===== config.mk =====
export PLATFORM = sky130hd
export DESIGN_NAME = opfrs_cell
export DESIGN_NICKNAME = d
export VERILOG_FILES = /design/src/hw/rtl/opfrs_pkg.sv /design/src/hw/rtl/opfrs_cell.sv
export SDC_FILE = /design/constraint.sdc
export NUM_CORES = 1
export LEC_CHECK = 0
export BUFFER_PORTS_ARGS = -buffer_cell sky130_fd_sc_hd__buf_2
export CAP_MARGIN = 30
export CORE_AREA = 3 3 160 162
export DETAILED_ROUTE_END_ITERATION = 12
export DIE_AREA = 0 0 163 165
export SKIP_CTS_REPAIR_TIMING = 1
export SLEW_MARGIN = 20
export SYNTH_ARGS = -nofsm -noshare
export SYNTH_HDL_FRONTEND = slang
export SYNTH_SLANG_ARGS = --single-unit

===== constraint.sdc =====
create_clock -name clock -period 2.1 [get_ports clock]
set_input_delay 0.315 -clock clock [delete_from_list [all_inputs] [get_ports clock]]
set_output_delay 0.315 -clock clock [all_outputs]
set_load 0.03 [all_outputs]

===== src/hw/rtl/opfrs_pkg.sv =====
// ----------------------------------------------------------------------------
// opfrs_pkg: shared types and constants of the open-page request scheduler
// Holds queue geometry, stream packing offsets, register indexes and the
// structs that pass between the scheduler and its queue cells.
// ----------------------------------------------------------------------------
package opfrs_pkg;

   localparam int QUEUE_DEPTH = 16;
   localparam int PAGE_BITS   = 12;
   localparam int ADDR_WIDTH  = 48;
   localparam int PAGE_WIDTH  = ADDR_WIDTH - PAGE_BITS;
   localparam int TIME_WIDTH  = 32;
   localparam int TAG_WIDTH   = 8;
   localparam int LS_WIDTH    = 8;
   localparam int LAT_WIDTH   = 12;
   localparam int RATIO_WIDTH = 4;
   localparam int COUNT_WIDTH = $clog2(QUEUE_DEPTH + 1);
   localparam int IDX_WIDTH   = $clog2(QUEUE_DEPTH);

   // request tdata layout
   localparam int REQ_TAG_LSB  = ADDR_WIDTH;
   localparam int REQ_HAS_BIT  = REQ_TAG_LSB + TAG_WIDTH;
   localparam int REQ_PF_BIT   = REQ_HAS_BIT + 1;
   localparam int REQ_LS_LSB   = REQ_PF_BIT + 1;
   localparam int REQ_LAT_LSB  = REQ_LS_LSB + LS_WIDTH;
   localparam int REQ_BUS_BIT  = REQ_LAT_LSB + LAT_WIDTH;
   localparam int REQ_BITS     = REQ_BUS_BIT + 1;
   localparam int REQ_TDATA_WIDTH = ((REQ_BITS + 7) / 8) * 8;

   // response tdata layout
   localparam int RSP_ISS_BIT   = 1;
   localparam int RSP_ADDR_LSB  = 2;
   localparam int RSP_RET_BIT   = RSP_ADDR_LSB + ADDR_WIDTH;
   localparam int RSP_TAG_LSB   = RSP_RET_BIT + 1;
   localparam int RSP_PF_BIT    = RSP_TAG_LSB + TAG_WIDTH;
   localparam int RSP_LS_LSB    = RSP_PF_BIT + 1;
   localparam int RSP_CNT_LSB   = RSP_LS_LSB + LS_WIDTH;
   localparam int RSP_BITS      = RSP_CNT_LSB + COUNT_WIDTH;
   localparam int RSP_TDATA_WIDTH = ((RSP_BITS + 7) / 8) * 8;

   // configuration register indexes
   localparam int CSR_ADDR_WIDTH = 1;
   localparam int CSR_DATA_WIDTH = RATIO_WIDTH;
   localparam logic [CSR_ADDR_WIDTH-1:0] CSR_FIFO_MODE   = 1'd0;
   localparam logic [CSR_ADDR_WIDTH-1:0] CSR_CLOCK_RATIO = 1'd1;

   // request kinds
   localparam logic OP_ENQUEUE = 1'b0;
   localparam logic OP_TICK    = 1'b1;

   typedef enum logic [1:0] {
      ST_IDLE,
      ST_ISSUE,
      ST_RETURN,
      ST_RETIRE
   } sched_state_type;

   typedef struct packed {
      logic [ADDR_WIDTH-1:0] addr;
      logic [TAG_WIDTH-1:0]  tag;
      logic                  has_req;
      logic                  prefetch;
      logic [LS_WIDTH-1:0]   line_size;
      logic                  started;
      logic                  returned;
      logic [TIME_WIDTH-1:0] finish;
   } entry_type;

   typedef struct packed {
      logic load;
      logic shift;
      logic issue;
      logic mark_ret;
   } cell_cmd_type;

   typedef struct packed {
      logic unstarted;
      logic page_match;
      logic ret_ready;
   } cell_stat_type;

endpackage


===== src/hw/rtl/opfrs_cell.sv =====
// ----------------------------------------------------------------------------
// opfrs_cell: one queue slot of the request scheduler
// Holds one request, takes its neighbor's request when the head retires and
// reports issue and return eligibility to the scheduler.
// ----------------------------------------------------------------------------
module opfrs_cell (
   input  logic                                clock,
   input  logic                                reset,
   input  opfrs_pkg::cell_cmd_type             cmd,
   input  opfrs_pkg::entry_type                new_entry,
   input  logic                                nbr_valid,
   input  opfrs_pkg::entry_type                nbr_entry,
   input  logic [opfrs_pkg::TIME_WIDTH-1:0]    issue_finish,
   input  logic [opfrs_pkg::TIME_WIDTH-1:0]    now,
   input  logic [opfrs_pkg::PAGE_WIDTH-1:0]    last_page,
   output logic                                valid,
   output opfrs_pkg::entry_type                entry,
   output opfrs_pkg::cell_stat_type            stat
);

   logic                 valid_ff, valid_in;
   opfrs_pkg::entry_type entry_ff, entry_in;
   logic [opfrs_pkg::TIME_WIDTH-1:0] age;

   // pick the slot's next content
   always_comb begin
      valid_in = valid_ff;
      entry_in = entry_ff;
      if (cmd.load) begin
         valid_in = 1'b1;
         entry_in = new_entry;
      end else if (cmd.shift) begin
         valid_in = nbr_valid;
         entry_in = nbr_entry;
      end else begin
         if (cmd.issue) begin
            entry_in.started = 1'b1;
            entry_in.finish  = issue_finish;
         end
         if (cmd.mark_ret) begin
            entry_in.returned = 1'b1;
         end
      end
   end

   always_ff @(posedge clock) begin
      if (reset) begin
         valid_ff <= 1'b0;
      end else begin
         valid_ff <= valid_in;
      end
   end

   always_ff @(posedge clock) begin
      entry_ff <= entry_in;
   end

   // eligibility flags; finish counts as reached within half the time range
   assign age              = now - entry_ff.finish;
   assign stat.unstarted   = valid_ff && !entry_ff.started;
   assign stat.page_match  =
      (entry_ff.addr[opfrs_pkg::ADDR_WIDTH-1:opfrs_pkg::PAGE_BITS] == last_page);
   assign stat.ret_ready   = valid_ff && entry_ff.started && !entry_ff.returned &&
                             !age[opfrs_pkg::TIME_WIDTH-1];
   assign valid            = valid_ff;
   assign entry            = entry_ff;

endmodule


# Word level (Yosys, flattened, before mapping)
# Cells that the tools add are included.
[word_totals] inputBits=307 mem_count=0 out_inout_bits=104 ram_bits=0 ff_bits=101 latchBits=0 mem_bits_ro=0
[classes] n_mux=8 div=0 order_cmp=0 n_bitwise=0 n_reduce_logical=10 add_sub_neg=1 eq_ne=1 shift=0 n_mul=0
[op_table] operator="100-bit two-way mux" count=1
[op_table] operator="66-bit two-way mux" count=1
[op_table] operator="36-bit == test" count=1
[op_table] operator="34-bit two-way mux" count=1
[op_table] operator="32-bit two-way mux" count=1
[op_table] operator="32-bit subtractor" count=1
[op_table] operator="3-bit nonzero test" count=2
[op_table] operator="1-bit logical AND" count=4
[op_table] operator="1-bit two-way mux" count=4
[op_table] operator="1-bit zero test" count=3
[op_table] operator="2-bit nonzero test" count=1

# Logic depth before layout (Yosys ltp)
# Gate-level depths: netlist (run 1).
[logic_depth] depth_word=3 depth_mapped=8 ltp_nobuf=8

# Worst setup path after synthesis (run 1)
# OpenSTA, ideal clock, no wires.
[synth_timing] path_type="reg-to-output" from="register entry_ff (netlist bit entry[29])" to="output stat[0] (netlist bit)" path_stages_with_launch=9 arrival_time_ns=2.167 required_time_ns=1.785 slack_ns=-0.382 cell_sequence="edfxtp_1 -> inv_1 -> ha_1 -> a21oi_2 -> nand2_1 -> a221o_1 -> a211o_1 -> a2111o_1 -> nand2_1"
[synth_rtl] item="start, declared" line_no="opfrs_cell.sv:22" source="opfrs_pkg::entry_type entry_ff, entry_in;"
[synth_rtl] item="start signal, assigned" line_no="opfrs_cell.sv:55" source="entry_ff <= entry_in;"
[synth_rtl] item="end, declared" line_no="opfrs_cell.sv:18" source="output opfrs_pkg::cell_stat_type stat"

==> results of run 1 <==
-- kinds of logic after synthesis --
kind of cell             count (synthesis)  share of synthesized area [%]
flip-flops                             101                          52.89
multiplexers                            98                          18.61
AND/OR/NAND/NOR                         80                          6.655
AO/OA/AOI/OAI                           63                          6.042
buffers and inverters                   51                          3.568
XOR/XNOR                                37                          5.670
adder cells (fa/ha/maj)                 30                          6.567
-- flip-flops by register name, summed over array words and instances (netlist names) --
signal,cells
valid,1
entry,100
-- area by class of cell --
| type | count | share of cell area (%) |
|---|---|---|
| clock buffers | 10 | 2.603 |
| clock inverters | 6 | 0.7397 |
| inverters | 31 | 1.323 |
| diodes | 1 | 0.02845 |
| repair buffers | 442 | 26.90 |
| multi-input cells | 308 | 29.43 |
| well taps | 324 | 4.609 |
| flip-flops and latches | 101 | 34.37 |
-- worst register-to-register path: stages, from the launching register on --
cell	delay [ns]
dfxtp_1	0.33
nor2b_1	0.14
a211oi_1	0.21
nor2_1	0.06
-- cells in the mapped netlist (all sizes together) --
library cell  number  area, µm²
and2               1      6.260
mux2i             32      320.3
nand3              3      15.01
nor2b              5      31.28
a221o              1      10.01
nand3b             1      7.510
inv               31      116.4
a22oi              1      7.510
a2111o             1      11.26
clkbuf            10      37.54
nor3               1      5.000
a211o              1      8.760
dfxtp              1      20.02
nor4               9      56.30
nand2             43      161.4
and4               1      8.760
nor3b              1      7.510
a211oi             1      7.510
buf               10      50.05
a21o               1      7.510
edfxtp           100       3003
or2                1      6.260
mux2              66      743.2
or3                2      12.51
xor2              28      245.2
a21oi             18      97.60
nand4              7      43.79
nor2               5      18.77
o21ai             39      195.2
ha                30      375.4
xnor2              9      78.83
-- through the flow --
step                hold slack (ns)  cell area [µm²]  utilization [%]  total power [W]
detailed placement           0.4759             8417            34.71         0.004404
global placement             0.4731             8417            34.71         0.004382
global route                 0.1168             8793            36.26         0.006392
floorplan                    0.3874             5757                -         0.003612
CTS                          0.1012             8711            35.92         0.006144
finish                       0.1251             8796            36.27         0.006062
-- path summary, 6_finish.rpt --
check | cells after the start | slack, ns | to | start
max | 9 | -0.65 | stat[0] | entry[20]
min | 2 | 0.13 | valid | reset
max reg2reg | 3 | 1.25 | valid | valid
min reg2reg | 3 | 0.69 | valid | valid
-- layer usage --
metal,part of all wire (%),GRT usage (%)
met1,37,14.42
met2,52,25.27
met3,9.0,4.289
met4,2.4,4.691
met5,0,0
-- power breakdown --
part	internal [W]	switching [W]	total, W
sequential	0.00248	0.000122	0.00260
combinational	0.000742	0.00103	0.00177
clock	0.000843	0.000846	0.00169
total	0.00406	0.00200	0.00606
==> flow_summary.toml, run 1 <==
[final_layout]
final_cell_mix = "buf_2 (407), edfxtp_1 (100), mux2_2 (66)"
fillers = 2450
multi_input_area_um2 = 2589
regArea_um2 = 3023
layout-drive-gt1-share_pct = 60.13
fin_cells = 1223
syn2layout_area_growth_pct = 53.90
final_nets = 1230
final_common_cell = "buf_2"

[place]
post-place-ws_ns = -0.4062
port-buffer-count = 410
gp_congestion = 0.8481
place_inst = 1204
post-dp-hpwl_mm = 16.51

[status]
violations = "negative setup slack"
status = "finished, violations left"

[global_routing]
first_global_vias = 5219
grt_pass1_wl_mm = 27.52
grt_max_degree = 58
track_usage_pct = 13.57
grt_antenna_before_repair = 1
grt_overflow = 0

[timing]
rsz0062_at_grt = "true"
fmax_mhz = 364.0
setup_ws_ns = -0.6473
finalCriticalPeriod_ns = 2.747
worst_slew_pin_slew_ns = 0.4664
clock_skew_ns = 0
slew_headroom_pct = 68.91
drv_slew = 0
hold_viol = 0
finalSetupTns_ns = -0.7798
setup_violations = 2
period_share_pct = 130.8

[clock_tree]
clkTransAtPathRegs_ns = 0.07
htree_levels = 3
cts.path.max_buffers = 2
clkSinkCount = 101
cts_tree = "done"
cts_made_buffers = 9
clkLatencyLatePin_ns = 0.33
clockRootBuffer = "clkbuf_16"

[drt]
vias = 5093
drtIter0Drc = 154
routed_wl_mm = 19.81
wl_per_cell_um = 16.20
drt_drc_violations_left = 0
first_pass_iters = 4
ant_nets = 0
avgViaCountPerCell = 4.164

[die]
die_area_um2 = 26900
start_util_pct = 23.57
coreArea_um2 = 24250
die_h_um = 165
die_w_um = 163
num_rows = 57
io_pins = 411

[critical_path]
path_delay_family = "compound AO/OA/AOI/OAI gates"
worst_path_max_delay_cell = "a2111o_1"
path_class = "register to output pin"
start_kind = "register"
worst-path-buf-inv = 2
end_kind = "output pin"
cp.required_ns = 1.78
crit_fanout = 2
cp_slowest_stage_delay_ns = 0.43
arrival_ns = 2.43
cp_cell_sequence = "inv_2, ha_4, a21oi_4, o21ai_2, a221o_1, a211o_1, a2111o_1, nand2_4, buf_6"

[logic_synthesis]
synthesis.area_um2 = 5715
syn_nets = 797
ys_types = 32
ys_ff_latch = 101
synth_seq_area_share_pct = 52.89
syn_avg_cell_area_um2 = 12.42
synth_cells = 460
ys.warnings.count = 0

[power_and_ir_drop]
peakVddDrop_mv = 0.4347
p_per_area_nw_per_um2 = 689.1
leakage_nw = 4.192

[worst_hold_path]
hold_path.class = "input port to register"

[run]
maxCapViolCount = 0
Note: power is estimated with default switching activity, not from simulation.
==> inputs of run 2 (changes only) <==
--- a/config.mk
+++ b/config.mk
@@ -8,6 +8,7 @@
 export BUFFER_PORTS_ARGS = -buffer_cell sky130_fd_sc_hd__buf_2
 export CAP_MARGIN = 30
 export CORE_AREA = 3 3 160 162
+export CTS_BUF_LIST = sky130_fd_sc_hd__clkbuf_4
 export DETAILED_ROUTE_END_ITERATION = 12
 export DIE_AREA = 0 0 163 165
 export SKIP_CTS_REPAIR_TIMING = 1
==> run 2 against run 1 <==
Sequential power barely moved; critical path depth stayed put; global-route usage is essentially flat; first-iteration DRC count increased by 6.5%; core utilization down 0.61 points; design area decreased by 1.7%; the run still ends with negative setup slack left; power shrank 10%.
==> flow_summary.toml, run 2 (synthesized netlist as in run 1, its figures left out) <==
[critical_path]
arrival_ns = 2.55
path_class = "register to output pin"
crit_fanout = 3
cp.required_ns = 1.78
end_kind = "output pin"
start_kind = "register"

[global_routing]
grt-busiest-layer = "met2"
grt_antenna_before_repair = 2
grt_use_met3_pct = 4.364
gr-usage-met1_pct = 14.39
grt_max_degree = 58
first_global_vias = 5211
grt_pass1_wl_mm = 27.46
track_usage_pct = 13.57
grtUsageMet2_pct = 25.27
grt_overflow = 0

[drt]
vias = 5106
ant_nets = 0
avgViaCountPerCell = 4.168
first_pass_iters = 4
wl_per_cell_um = 16.19
drt_drc_violations_left = 0
routed_wl_mm = 19.83
drtIter0Drc = 164

[power_and_ir_drop]
pwr-share-clk_pct = 19.7
p_seq_share_pct = 47.8
power_w = 0.005440
peakVddDrop_mv = 0.2931
leakage_nw = 4.129
swShare_pct = 35.46
p_per_area_nw_per_um2 = 629.1
p_comb_share_pct = 32.5
p_switching_w = 0.001929
power.internal_w = 0.003510

[clock_tree]
cts_made_buffers = 9
clkSinkCount = 101
cts.path.max_buffers = 2
htree_levels = 3
clockRootBuffer = "clkbuf_4"
clkTransAtPathRegs_ns = 0.17
clkLatencyLatePin_ns = 0.43
cts_tree = "done"

[die]
io_pins = 411
die_area_um2 = 26900
die_h_um = 165
die_w_um = 163
start_util_pct = 23.57
coreArea_um2 = 24250
num_rows = 57

[final_layout]
syn2layout_area_growth_pct = 51.29
final_nets = 1231
final_cell_mix = "buf_2 (407), edfxtp_1 (100), mux2_2 (66)"
multi_input_area_um2 = 2581
layout-drive-gt1-share_pct = 60.18
regArea_um2 = 3023
largest_reg_flops = 100
final_common_cell = "buf_2"
fillers = 2468
fin_cells = 1225

[timing]
setup_ws_ns = -0.7657
clock_skew_ns = 0
slew_headroom_pct = 67.21
finalCriticalPeriod_ns = 2.866
drv_slew = 0
worst_slew_pin_slew_ns = 0.4867
fmax_mhz = 349.0
rsz0062_at_grt = "true"
period_share_pct = 136.5
setup_violations = 2
hold_viol = 0

[place]
post-dp-hpwl_mm = 16.51
gp_congestion = 0.8481
place_inst = 1204
port-buffer-count = 410
post-place-ws_ns = -0.4062

[status]
status = "finished, violations left"
violations = "negative setup slack"

[run]
maxCapViolCount = 0

[worst_hold_path]
hold_path.class = "input port to register"
## run 2: critical path, stage by stage, from the launching register on
cell,delay [ns]
edfxtp_1,0.43
inv_2,0.08
ha_4,0.20
a21oi_2,0.12
nand2_1,0.07
a221o_1,0.34
a211o_1,0.24
a2111o_1,0.43
nand2_4,0.07
buf_6,0.13
## run 2: power by group through the flow
stage	registers, W	clock network, W	logic, W
after floorplan	0.00309	0	0.000525
after global placement	0.00264	0	0.00174
after detailed placement	0.00265	0	0.00176
after CTS	0.00260	0.00115	0.00176
after global routing	0.00263	0.00121	0.00192
final	0.00260	0.00107	0.00177
## run 2: per-stage QoR
stage	util (%)	cell area, µm²	setup TNS [ns]	hold WS [ns]
after floorplan	-	5757	-0.2839	0.3874
after global placement	34.71	8417	-0.3855	0.4731
after detailed placement	34.71	8417	-0.4062	0.4759
after CTS	35.29	8557	-1.488	-0.05910
after global routing	35.65	8645	-1.391	0.05688
final	35.66	8647	-1.071	0.1119
## run 2: final timing paths
path	depth (start not counted)	slack, ns	start	end
setup / recovery	9	-0.77	entry[29]	stat[0]
hold / removal	3	0.11	nbr_valid	valid
hold reg to reg	3	0.71	valid	valid
setup reg to reg	3	1.24	valid	valid
## run 2: layer usage
metal,up-vias,wire [µm]
li1,2547,-
met4,0,469
met5,-,0
met3,24,1759
met1,2291,7324
met2,244,10270
## run 2: final cells by class
class	count	area share (%)
flip-flops and latches	101	34.96
multi-input cells	308	29.85
clock buffers	10	0.8682
inverters	31	1.346
diodes	2	0.05788
repair buffers	443	27.48
clock inverters	6	0.7524
well taps	324	4.688
